File: config.mk
export PLATFORM = sky130hd
export DESIGN_NAME = shd_ctrl
export DESIGN_NICKNAME = d
export VERILOG_FILES = /design/src/shd_pkg.sv /design/src/shd_ctrl.sv
export SDC_FILE = /design/constraint.sdc
export NUM_CORES = 1
export LEC_CHECK = 0
export BUFFER_PORTS_ARGS = -buffer_cell sky130_fd_sc_hd__buf_2
export CAP_MARGIN = 10
export CORE_AREA = 8 8 45 47
export DETAILED_ROUTE_END_ITERATION = 7
export DIE_AREA = 0 0 53 55
export PLACE_DENSITY = 0.79
export SETUP_SLACK_MARGIN = 0.15
export SKIP_LAST_GASP = 1
export SLEW_MARGIN = 25
export SYNTH_ARGS = -nofsm -noshare
export SYNTH_HDL_FRONTEND = slang
export SYNTH_SLANG_ARGS = --single-unit
File: constraint.sdc
create_clock -name clk -period 1.75 [get_ports clk]
set_clock_uncertainty 0.15 [all_clocks]
set_input_delay 0.175 -clock clk [delete_from_list [all_inputs] [get_ports clk]]
set_output_delay 0.175 -clock clk [all_outputs]
set_load 0.005 [all_outputs]
File: src/shd_pkg.sv
`timescale 1ns / 1ps
// ----------------------------------------------------------------------------
// shd_pkg
// Shared types and constants of the static Huffman decoder.
// ----------------------------------------------------------------------------
package shd_pkg;

	localparam int NUM_SYMBOLS = 256;
	localparam int COUNT_BITS = 8;
	localparam int NODE_SLOTS = 2 * NUM_SYMBOLS + 1;
	localparam int NODE_BITS = $clog2(NODE_SLOTS);
	localparam int LEAF_BITS = $clog2(NUM_SYMBOLS + 1);
	localparam int WEIGHT_BITS = 16;
	localparam int INNER_BITS = $clog2(NUM_SYMBOLS);
	localparam logic [NODE_BITS-1:0] EOB_NODE = NODE_BITS'(NUM_SYMBOLS);
	localparam logic [NODE_BITS-1:0] FIRST_INNER = NODE_BITS'(NUM_SYMBOLS + 1);
	localparam logic [NODE_BITS-1:0] LAST_NODE = NODE_BITS'(NODE_SLOTS - 1);

	typedef enum logic [1:0] {
		FUNC_CLEAR = 2'd0,
		FUNC_WRITE = 2'd1,
		FUNC_BUILD = 2'd2,
		FUNC_BIT   = 2'd3
	} func_t;

	typedef struct packed {
		logic [1:0]  func;
		logic [7:0]  symbol_index;
		logic [7:0]  symbol_count;
		logic        code_bit;
	} in_beat_t;

	typedef struct packed {
		logic        symbol_valid;
		logic [7:0]  symbol;
		logic        end_of_block;
		logic        tree_ready;
		logic        misuse;
	} out_beat_t;

	typedef enum logic [3:0] {
		ST_IDLE,
		ST_CLEAR,
		ST_BNODE,
		ST_SCAN,
		ST_SCAN_LAST,
		ST_MERGE_A,
		ST_MERGE_B,
		ST_MERGE_C,
		ST_WALK,
		ST_WALK_RES,
		ST_OUT
	} state_t;

	typedef struct packed {
		logic start_clear;
		logic do_write;
		logic start_build;
		logic scan_start;
		logic scan_step;
		logic merge_a;
		logic merge_b;
		logic merge_c;
		logic finish_build;
		logic bit_misuse;
		logic walk_read;
		logic walk_res;
		logic load_simple;
	} cmd_t;

	typedef struct packed {
		logic clear_done;
		logic scan_done;
		logic pair_found;
		logic nodes_done;
		logic built;
	} sts_t;

endpackage

File: src/shd_ctrl.sv
`timescale 1ns / 1ps
// ----------------------------------------------------------------------------
// shd_ctrl
// Controller: sequences clear, write, build and decode commands.
// ----------------------------------------------------------------------------
module shd_ctrl
	import shd_pkg::*;
(
	input  logic     clk,
	input  logic     arst_n,
	input  logic     in_valid,
	output logic     in_ready,
	input  logic [1:0] in_func,
	output logic     out_valid,
	input  logic     out_ready,
	input  sts_t     sts,
	output cmd_t     cmd
);

	state_t state_q, state_d;
	logic   take;

	assign in_ready = (state_q == ST_IDLE) || (state_q == ST_OUT && out_ready);
	assign take = in_valid && in_ready;
	assign out_valid = (state_q == ST_OUT);

	always_comb begin
		state_d = state_q;
		unique case (state_q)
			ST_IDLE, ST_OUT: begin
				if (take) begin
					unique case (func_t'(in_func))
						FUNC_CLEAR: state_d = ST_CLEAR;
						FUNC_WRITE: state_d = ST_OUT;
						FUNC_BUILD: state_d = ST_BNODE;
						FUNC_BIT:   state_d = sts.built ? ST_WALK : ST_OUT;
						default:    state_d = ST_OUT;
					endcase
				end else if (state_q == ST_OUT && out_ready) begin
					state_d = ST_IDLE;
				end
			end
			ST_CLEAR:     state_d = sts.clear_done ? ST_OUT : ST_CLEAR;
			ST_BNODE:     state_d = sts.nodes_done ? ST_OUT : ST_SCAN;
			ST_SCAN:      state_d = sts.scan_done ? ST_SCAN_LAST : ST_SCAN;
			ST_SCAN_LAST: state_d = sts.pair_found ? ST_MERGE_A : ST_OUT;
			ST_MERGE_A:   state_d = ST_MERGE_B;
			ST_MERGE_B:   state_d = ST_MERGE_C;
			ST_MERGE_C:   state_d = ST_BNODE;
			ST_WALK:      state_d = ST_WALK_RES;
			ST_WALK_RES:  state_d = ST_OUT;
			default:      state_d = ST_IDLE;
		endcase
	end

	always_comb begin
		cmd = '0;
		unique case (state_q)
			ST_IDLE, ST_OUT: begin
				if (take) begin
					unique case (func_t'(in_func))
						FUNC_CLEAR: cmd.start_clear = 1'b1;
						FUNC_WRITE: cmd.do_write = 1'b1;
						FUNC_BUILD: cmd.start_build = 1'b1;
						FUNC_BIT:   begin
							cmd.bit_misuse = !sts.built;
							cmd.walk_read = sts.built;
						end
						default:    cmd.load_simple = 1'b1;
					endcase
					cmd.load_simple = 1'b1;
				end
			end
			ST_BNODE:     cmd.scan_start = !sts.nodes_done;
			ST_SCAN:      cmd.scan_step = 1'b1;
			ST_SCAN_LAST: begin
				cmd.scan_step = 1'b1;
				cmd.finish_build = !sts.pair_found;
			end
			ST_MERGE_A:   cmd.merge_a = 1'b1;
			ST_MERGE_B:   cmd.merge_b = 1'b1;
			ST_MERGE_C:   cmd.merge_c = 1'b1;
			ST_WALK_RES:  cmd.walk_res = 1'b1;
			default:      cmd = '0;
		endcase
		if (state_q == ST_BNODE && sts.nodes_done) begin
			cmd.finish_build = 1'b1;
		end
	end

	always_ff @(posedge clk or negedge arst_n) begin
		if (!arst_n) begin
			state_q <= ST_IDLE;
		end else begin
			state_q <= state_d;
		end
	end

	a_out_hold: assert property (@(posedge clk) disable iff (!arst_n)
		(out_valid && !out_ready) |=> out_valid)
		else $error("result dropped while stalled");
	a_scan_merge: assert property (@(posedge clk) disable iff (!arst_n)
		(state_q == ST_MERGE_A) |=> (state_q == ST_MERGE_B))
		else $error("merge sequence broken");
	a_no_take_busy: assert property (@(posedge clk) disable iff (!arst_n)
		(state_q == ST_SCAN) |-> !in_ready)
		else $error("input taken during build");

endmodule

==> metrics.yaml, run 1 <==
clock_tree:
  cts_tree: "done"
  clock_latency_ns: 0.24
  cts_max_path_buffers: 2
  cts_inserted_buffers: 3
  h-tree-depth: 1
  cts_root_buffer: "clkbuf_4"
  cts_sinks: 4
  clkSlewWorstSetupHoldPaths_ns: 0.04
hold_path:
  whs_path_depth: 3
  min-delay-start: "sts[3]"
  hold_path.class: "in2reg"
synthesis:
  netlist_area_um2: 479
  yosys.area.top_type: "dfrtp_1"
  syn_avg_cell_area_um2: 7.05
  synth_fp_nets: 79
  ys_ff_latch: 4
  ys_seq_area_share_pct: 20.9
  synthArstFlopShare_pct: 100
  ys_types: 30
  syn-instance-count: 68
  synth_edf_count: 0
  synthFlopType: "dfrtp_1"
  synth_warnings: 0
  synth_top_area_share_pct: 20.9
  ys_top_cells_by_area: "dfrtp_1, nor2_1, nand2b_1"
layout:
  reg_top3: "state_q (4)"
  syn_to_final_growth_pct: 68.9
  drive_above_1_share_pct: 57.1
  top_register: "state_q"
  num-fill-cells: 128
  diodes: 0
  postLayoutCellArea_um2: 810
  largest_register_ffs: 4
  post-route-util_pct: 58.5
  nets: 118
  fin_cells: 121
sta:
  finalWorstSetupSlack_ns: -0.0396
  max_slew.worst_pin.slew_ns: 0.271
  hold_viol: 0
  setup_viol: 2
  max_slew_margin_pct: 81.8
  maxSlewViolCount: 0
  max_freq_mhz: 559
  grt_setup_unrepaired: "true"
  timing.final.crit_share_pct: 102
  finalCriticalPeriod_ns: 1.79
critical_path:
  worstRegToRegCells: 5
  cp.required_ns: 1.42
  cp.arrival_ns: 1.46
  worst-path-max-fanout: 4
  critical_path_class: "reg2out"
  startpoint: "state_q[1]"
  cp-start-kind: "register"
  rr_startpoint: "state_q[1]"
  crit_end: "cmd[12]"
  reg2reg_slack_ns: 0.21
  r2r-end: "state_q[3]"
  endpoint_kind: "output pin"
global_route:
  overflow: 0
  grt_max_degree: 16
  grt.total_usage_pct: 11.0
  grt_pass1_vias: 616
  antenna_found_initial: 0
  grt_first_pass_wirelength_um: 2460
pwr:
  leakage_nw: 0.405
  ir_drop_v: 0.000995
  power_density_nw_per_um2: 1560
  power_mw: 1.27
floorplanning:
  io_pins: 26
  rows: 14
  die_h_um: 55
  core_um2: 1380
  die_w_um: 53
  die_area_um2: 2920
  initial_core_util_pct: 34.6
run:
  drv_cap: 0
placement:
  port_buffers: 25
  dp.cells: 109
  gp_congestion: 0.848
  post_dp_cell_area_um2: 634
  dpl.hpwl_um: 1140
run_status:
  violations: "setup timing"
  status: "finished with violations"
drt:
  routed_wl_um: 1720
  drc: 0
  vias: 640
  first_pass_iters: 4
  antenna_left: 0
  first_iter_violations: 12
  via_per_inst: 5.29
  wl_per_cell_um: 14.2
synth_stat cells, types with 2 or more instances:
cell / instances
a21oi_1: 5
and3_1: 2
buf_2: 4
dfrtp_1: 4
inv_1: 2
inv_2: 2
nand2_1: 4
nand2b_1: 5
nor2_1: 16
nor3_1: 2
nor3b_1: 2
o211ai_1: 2
cell families (layout without fill, tap and decap cells):
kind of cell,Yosys count,count (layout),share of synthesized area (%)
AO/OA/AOI/OAI,17,17,27.4
buffers and inverters,8,45,7.31
flip-flops,4,4,20.9
AND/OR/NAND/NOR,37,37,40.5
XOR/XNOR,1,1,1.83
multiplexers,1,1,2.09
layout by cell type, fill, tap and decap left out, types with 2 or more instances in the layout:
| cell | synthesis | final |
|---|---|---|
| o211ai_1 | 2 | 2 |
| inv_1 | 2 | 2 |
| dfrtp_1 | 4 | 4 |
| nor3b_2 | 1 | 3 |
| nand2b_4 | 0 | 2 |
| a21oi_1 | 5 | 4 |
| clkbuf_4 | 0 | 3 |
| nand2_1 | 4 | 3 |
| nand2b_1 | 5 | 3 |
| nor2_2 | 0 | 3 |
| buf_2 | 4 | 25 |
| inv_2 | 2 | 2 |
| nor2_1 | 16 | 12 |
| buf_4 | 0 | 11 |
stage by stage:
stage | setup TNS [ns] | hold slack, ns | setup slack [ns]
5_1_grt | -0.288 | 0.116 | -0.107
2_1_floorplan | 0 | -0.271 | 0.254
3_5_place_dp | 0 | -0.168 | 0.181
6_report | -0.0422 | 0.107 | -0.0396
3_3_place_gp | 0 | -0.168 | 0.217
4_1_cts | -0.0277 | 0.0903 | -0.0277
metal layers:
metal  global-route usage [%]  routed length, µm
met1                     12.4                718
met2                     18.4                850
met3                     4.55                149
met4                     3.45                  0
met5                        0                  0
worst max-delay path, cell delays in order, from the launching register on:
cell and delay, ns:
dfrtp_1 0.42, and3_4 0.22, o21ai_2 0.08, or3_4 0.35
inv_1 0.05, buf_2 0.10
report_power, final:
part           switching, mW  internal [mW]  total [mW]
Combinational          0.500          0.475       0.975
Clock                 0.0372         0.0766       0.114
Sequential            0.0398          0.137       0.177
Total                  0.577          0.689        1.27
worst min path at each step:
| stage | endpoint | slack, ns |
|---|---|---|
| 4_1_cts | state_q[0] | 0.09 |
| 3_5_place_dp | state_q[0] | -0.17 |
| 3_3_place_gp | state_q[0] | -0.17 |
| 2_1_floorplan | state_q[0] | -0.27 |
| 6_report | state_q[2] | 0.11 |
| 5_1_grt | state_q[2] | 0.12 |
layout make-up:
class                           instances  area (µm²)  area share, %
Multi-Input combinational cell         56         423           52.2
Tap cell                               16        20.0           2.47
Clock buffer                            3        22.5           2.78
Timing Repair Buffer                   38         229           28.3
Sequential cell                         4         100           12.4
Inverter                                4        15.0           1.85
repair_timing:
action,in CTS,in global routing
setup endpoints to repair,8,11
buffers inserted,4,4
hold buffers,1,0
resized for setup,7,11
pin swaps,3,4
endpoints found under the hold margin,4,0
No activity file was read; power rests on OpenSTA's default activity.
==> inputs of run 2 (changes only) <==
--- a/config.mk
+++ b/config.mk
@@ -7,9 +7,9 @@
 export LEC_CHECK = 0
 export BUFFER_PORTS_ARGS = -buffer_cell sky130_fd_sc_hd__buf_2
 export CAP_MARGIN = 10
-export CORE_AREA = 8 8 45 47
+export CORE_AREA = 5 5 42 44
 export DETAILED_ROUTE_END_ITERATION = 7
-export DIE_AREA = 0 0 53 55
+export DIE_AREA = 0 0 47 49
 export PLACE_DENSITY = 0.79
 export SETUP_SLACK_MARGIN = 0.15
 export SKIP_LAST_GASP = 1
==> run 2 against run 1 <==
The flow now finishes without violations. Total power is 5.0% lower. Sequential cell count stayed put. Sequential power is 3% lower. Register-to-register slack better by 0.05 ns. Wire length is 11% lower. Hold slack worse by 0.016 ns. Final area is 4.8% lower. Via count is 2.2% lower. Largest power group unchanged.
==> metrics.yaml, run 2 (synthesis results as in run 1) <==
global_route:
  grt.total_usage_pct: 13.7  # +2.8 points
  grt_pass1_vias: 564  # -8.4%
  grt_max_degree: 16  # unchanged
  antenna_found_initial: 0  # unchanged
  overflow: 0  # unchanged
  grt_first_pass_wirelength_um: 2350  # -4.8%
layout:
  final_common_cell: "buf_2"
  diodes: 0  # unchanged
  top_register: "state_q"
  drive_above_1_share_pct: 52.9  # -4.2 points
  largest_register_ffs: 4  # unchanged
  reg_top3: "state_q (4)"
  nets: 115  # -2.5%
  syn_to_final_growth_pct: 60.8
  mostFrequentLayoutCells: "buf_2, nor2_1, buf_4, a21oi_1, dfrtp_1"
  post-route-util_pct: 55.0  # -3.5 points
  postLayoutCellArea_um2: 771  # -4.8%
clock_tree:
  clkSlewWorstSetupHoldPaths_ns: 0.03  # about the same
  clock_latency_ns: 0.24  # about the same
  cts_tree: "done"
  cts_root_buffer: "clkbuf_4"
  h-tree-depth: 1  # unchanged
  cts_max_path_buffers: 2  # unchanged
  cts_sinks: 4  # unchanged
  cts_inserted_buffers: 3  # unchanged
sta:
  setup_viol: 0  # -2
  finalCriticalPeriod_ns: 1.74  # -0.0485 ns
  finalHoldWorstSlack_ns: 0.0908  # -0.0160 ns
  max_slew_margin_pct: 83.1  # +1.3 points
  timing.final.crit_share_pct: 99.5  # -2.8 points
  hold_viol: 0  # unchanged
  maxSlewViolCount: 0  # unchanged
  grt_setup_unrepaired: "true"
  max_freq_mhz: 574  # +2.8%
  max_slew.worst_pin.slew_ns: 0.252  # -0.0192 ns
hold_path:
  whs_path_depth: 3  # unchanged
  hold_path.class: "in2reg"
  hold_end: "state_q[0]"
  min-delay-start: "sts[2]"
pwr:
  ir_drop_v: 0.000790  # -21%
  leakage_nw: 0.390  # -3.8%
  power_mw: 1.20  # -5.0%
  power_density_nw_per_um2: 1560  # -0.18%
drt:
  drc: 0  # unchanged
  vias: 626  # -2.2%
  via_per_inst: 5.31  # +0.30%
  wl_per_cell_um: 12.9  # -8.8%
  first_iter_violations: 9  # -3
  routed_wl_um: 1530  # -11%
  first_pass_iters: 4  # unchanged
  antenna_left: 0  # unchanged
floorplanning:
  io_pins: 26  # unchanged
  initial_core_util_pct: 34.2  # -0.43 points
  die_area_um2: 2300  # -21%
  die_h_um: 49  # -11%
  core_um2: 1400  # +1.3%
  rows: 14  # unchanged
  die_w_um: 47  # -11%
critical_path:
  worst-path-max-fanout: 3  # -1
  r2r-end: "state_q[3]"
  worstRegToRegCells: 6  # +1
  critical_path_class: "reg2out"
  endpoint_kind: "output pin"
  cp-start-kind: "register"
  cp.required_ns: 1.42  # about the same
  reg2reg_slack_ns: 0.26  # +0.05 ns
  rr_startpoint: "state_q[0]"
  cp.arrival_ns: 1.42  # -0.04 ns
placement:
  dpl.hpwl_um: 1060  # -7.7%
  gp_congestion: 0.814  # -4.1%
  post_dp_cell_area_um2: 634  # unchanged
  port_buffers: 25  # unchanged
run:
  drv_cap: 0  # unchanged
run_status:
  status: "finished clean"
==> run 2: worst max-delay path by stage <==
stage | startpoint | endpoint | cells past startpoint
final | state_q[0] | cmd[12] | 5
after global routing | state_q[0] | cmd[12] | 5
after CTS | state_q[2] | cmd[12] | 5
after detailed placement | state_q[0] | cmd[12] | 5
after global placement | state_q[0] | cmd[12] | 5
after floorplan | state_q[2] | cmd[12] | 5
==> run 2: where the power goes <==
group	internal (mW)	switching, mW
Combinational	0.449	0.468
Sequential	0.137	0.0351
Clock	0.0766	0.0374
Total	0.663	0.540
==> run 2: worst max-delay path, cell delays in order, from the launching register on <==
cell and delay [ns]:
dfrtp_1 0.38, nor3b_2 0.21, o21ai_2 0.11, or3_4 0.35
inv_2 0.06, buf_6 0.08
==> run 2: area by class of cell <==
| cell class | instances | area, µm² |
|---|---|---|
| Tap cell | 16 | 20.0 |
| Sequential cell | 4 | 100 |
| Timing Repair Buffer | 35 | 216 |
| Multi-Input combinational cell | 56 | 397 |
| Clock buffer | 3 | 22.5 |
| Fill cell | 138 | 631 |
| Inverter | 4 | 15.0 |
==> run 2: through the flow <==
step                      setup TNS (ns)  instances  worst slack (ns)
final                                  0        118           0.00887
after CTS                              0        114            0.0195
after global routing              -0.129        118           -0.0626
after global placement                 0        109             0.262
after floorplan                        0         68             0.254
after detailed placement               0        109             0.250
==> run 2: repair_timing <==
| item | 4_1_cts | 5_1_grt |
|---|---|---|
| hold buffers | 1 | 0 |
| pin swaps | 1 | 4 |
| setup endpoints to repair | 7 | 11 |
| endpoints found under the hold margin | 4 | 0 |
| setup buffers | 1 | 4 |
| gates resized for setup | 4 | 12 |
==> run 2: routing by layer <==
metal	vias up	wire length [µm]	track usage [%]
li1	311	-	-
met1	291	637	15.8
met2	22	766	21.7
met3	2	116	7.38
met4	0	7	3.23
met5	-	0	0
==> inputs of run 3 (changes only) <==
--- a/config.mk
+++ b/config.mk
@@ -10,7 +10,7 @@
 export CORE_AREA = 5 5 42 44
 export DETAILED_ROUTE_END_ITERATION = 7
 export DIE_AREA = 0 0 47 49
-export PLACE_DENSITY = 0.79
+export PLACE_DENSITY_LB_ADDON = 0.2
 export SETUP_SLACK_MARGIN = 0.15
 export SKIP_LAST_GASP = 1
 export SLEW_MARGIN = 25
==> run 3 against run 2 <==
The flow now finishes with violations (setup timing). Via count down 1.9%. Register-to-register slack barely moved. Core utilization is 2.4 points lower. Global-route usage shrank 1.2 points. Critical path depth stayed put. Wire length is 8.2% lower. Critical path type unchanged. Total power is 6.1% lower.
==> metrics.yaml, run 3 (synthesis results as in run 1) <==
sta:
  hold_viol: 0  # unchanged
  finalCriticalPeriod_ns: 1.75  # +0.0117 ns
  max_slew_margin_pct: 81.9  # -1.2 points
  max_freq_mhz: 571  # -0.67%
  setup_viol: 1  # +1
  finalWorstSetupSlack_ns: -0.00280  # -0.0117 ns
  timing.final.crit_share_pct: 100  # +0.67 points
  maxSlewViolCount: 0  # unchanged
  max_slew.worst_pin.slew_ns: 0.271  # +0.0192 ns
  grt_setup_unrepaired: "true"
  tns_ns: -0.00280  # -0.00280 ns
layout:
  final_common_cell: "buf_2"
  num-fill-cells: 150  # +8.7%
  nets: 113  # -1.7%
  post-route-util_pct: 52.6  # -2.4 points
  largest_register_ffs: 4  # unchanged
  drive_above_1_share_pct: 51.0  # -1.9 points
  top_register: "state_q"
  mostFrequentLayoutCells: "buf_2, nor2_1, buf_4, a21oi_1"
  syn_to_final_growth_pct: 53.8
  diodes: 0  # unchanged
  fin_cells: 116  # -1.7%
  postLayoutCellArea_um2: 737  # -4.4%
  reg_top3: "state_q (4)"
run_status:
  violations: "setup timing"
  status: "finished with violations"
floorplanning:
  die_w_um: 47  # unchanged
  rows: 14  # unchanged
  die_h_um: 49  # unchanged
  core_um2: 1400  # unchanged
  die_area_um2: 2300  # unchanged
  io_pins: 26  # unchanged
  initial_core_util_pct: 34.2  # unchanged
drt:
  first_pass_iters: 4  # unchanged
  drc: 0  # unchanged
  wl_per_cell_um: 12.1  # -6.6%
  vias: 614  # -1.9%
  antenna_left: 0  # unchanged
  first_iter_violations: 6  # -3
  via_per_inst: 5.29  # -0.23%
  routed_wl_um: 1400  # -8.2%
placement:
  dp.cells: 109  # unchanged
  dp_slack_ns: 0.215  # -0.0345 ns
  gp_congestion: 0.788  # -3.1%
  dpl.hpwl_um: 1110  # +4.7%
  port_buffers: 25  # unchanged
  post_dp_cell_area_um2: 634  # unchanged
critical_path:
  cp-start-kind: "register"
  worstPathCellList: "and3_4 > o21ai_2 > or3_4 > inv_2 > buf_2"
  critical_path_class: "reg2out"
  worst-path-max-fanout: 5  # +2
  critical-path-top-delay-family: "simple AND/OR/NAND/NOR gates"
  cp.arrival_ns: 1.43  # about the same
  cp_num_buf_inv: 2  # unchanged
  slowest_stage: "dfrtp_1"
  cp_slowest_stage_delay_ns: 0.40  # +0.02 ns
  endpoint_kind: "output pin"
  cp.required_ns: 1.42  # about the same
clock_tree:
  h-tree-depth: 1  # unchanged
  cts_tree: "done"
  cts_max_path_buffers: 2  # unchanged
  cts_inserted_buffers: 3  # unchanged
  clkSlewWorstSetupHoldPaths_ns: 0.04  # about the same
  cts_root_buffer: "clkbuf_4"
  cts_sinks: 4  # unchanged
  clock_latency_ns: 0.23  # about the same
pwr:
  p_clk_share_pct: 9.7  # +0.2 points
  ir_drop_v: 0.000694  # -12%
  swShare_pct: 45.4  # +0.47 points
  p_seq_share_pct: 15.3  # +1.0 points
  p_comb_share_pct: 75.0  # -1.2 points
  p_switching_mw: 0.512  # -5.2%
  leakage_nw: 0.373  # -4.3%
  intPower_mw: 0.617  # -6.9%
  power_density_nw_per_um2: 1530  # -1.8%
global_route:
  grt_first_pass_wirelength_um: 2250  # -4.1%
  overflow: 0  # unchanged
  use_met2_pct: 19.2  # -2.5 points
  grt_max_degree: 16  # unchanged
  grt_pass1_vias: 569  # +0.89%
  grt-busiest-layer: "met2"
  grt.total_usage_pct: 12.5  # -1.2 points
  antenna_found_initial: 0  # unchanged
  use_met3_pct: 2.58  # -4.8 points
  use_met1_pct: 16.9  # +1.1 points
hold_path:
  hold_path.class: "in2reg"
run:
  drv_cap: 0  # unchanged
[run 3: tightest hold or removal path: stages]
cell,delay [ns]
buf_2,0.13
a32oi_1,0.07
o211ai_2,0.07
[run 3: stage by stage]
| step | power, mW | hold slack [ns] |
|---|---|---|
| 2_1_floorplan | 0.672 | -0.271 |
| 3_3_place_gp | 0.887 | -0.170 |
| 3_5_place_dp | 0.887 | -0.169 |
| 4_1_cts | 1.07 | 0.0945 |
| 5_1_grt | 1.22 | 0.0977 |
| 6_report | 1.13 | 0.110 |
[run 3: final timing paths]
check	start	to	slack [ns]	cells after the start
setup reg to reg	state_q[1]	state_q[0]	0.27	5
setup / recovery	state_q[1]	cmd[12]	-0.003	5
max in group asynchronous	arst_n	state_q[2]	1.20	2
hold reg to reg	state_q[0]	state_q[1]	0.54	3
hold / removal	sts[2]	state_q[0]	0.11	3
min in group asynchronous	arst_n	state_q[3]	0.13	2
[run 3: area by class of cell]
| cell class | count | area [µm²] | area share (%) |
|---|---|---|---|
| clock buffers | 3 | 22.5 | 3.06 |
| inverters | 4 | 15.0 | 2.04 |
| multi-input cells | 56 | 388 | 52.6 |
| flip-flops and latches | 4 | 100 | 13.6 |
| well taps | 16 | 20.0 | 2.72 |
| repair buffers | 33 | 191 | 26.0 |
[run 3: what timing repair did]
item                                    in CTS  in global routing
hold endpoints to repair                     4                  0
endpoints found under the setup margin       8                 14
hold buffers                                 1                  0
setup buffers                                2                  1
pin swaps                                    1                  2
gates resized for setup                      6                  6
cloned                                       0                  0
[run 3: power by group through the flow]
stage,Combinational (mW),Sequential (mW),Clock (mW)
4_1_cts,0.791,0.171,0.112
6_report,0.847,0.173,0.109
5_1_grt,0.924,0.180,0.120
3_3_place_gp,0.721,0.167,0
3_5_place_dp,0.717,0.170,0
2_1_floorplan,0.500,0.172,0
[run 3: layer usage]
| metal | routed length, µm | up-vias |
|---|---|---|
| li1 | - | 312 |
| met1 | 608 | 286 |
| met2 | 709 | 16 |
| met3 | 84 | 0 |
| met4 | 0 | 0 |
| met5 | 0 | - |
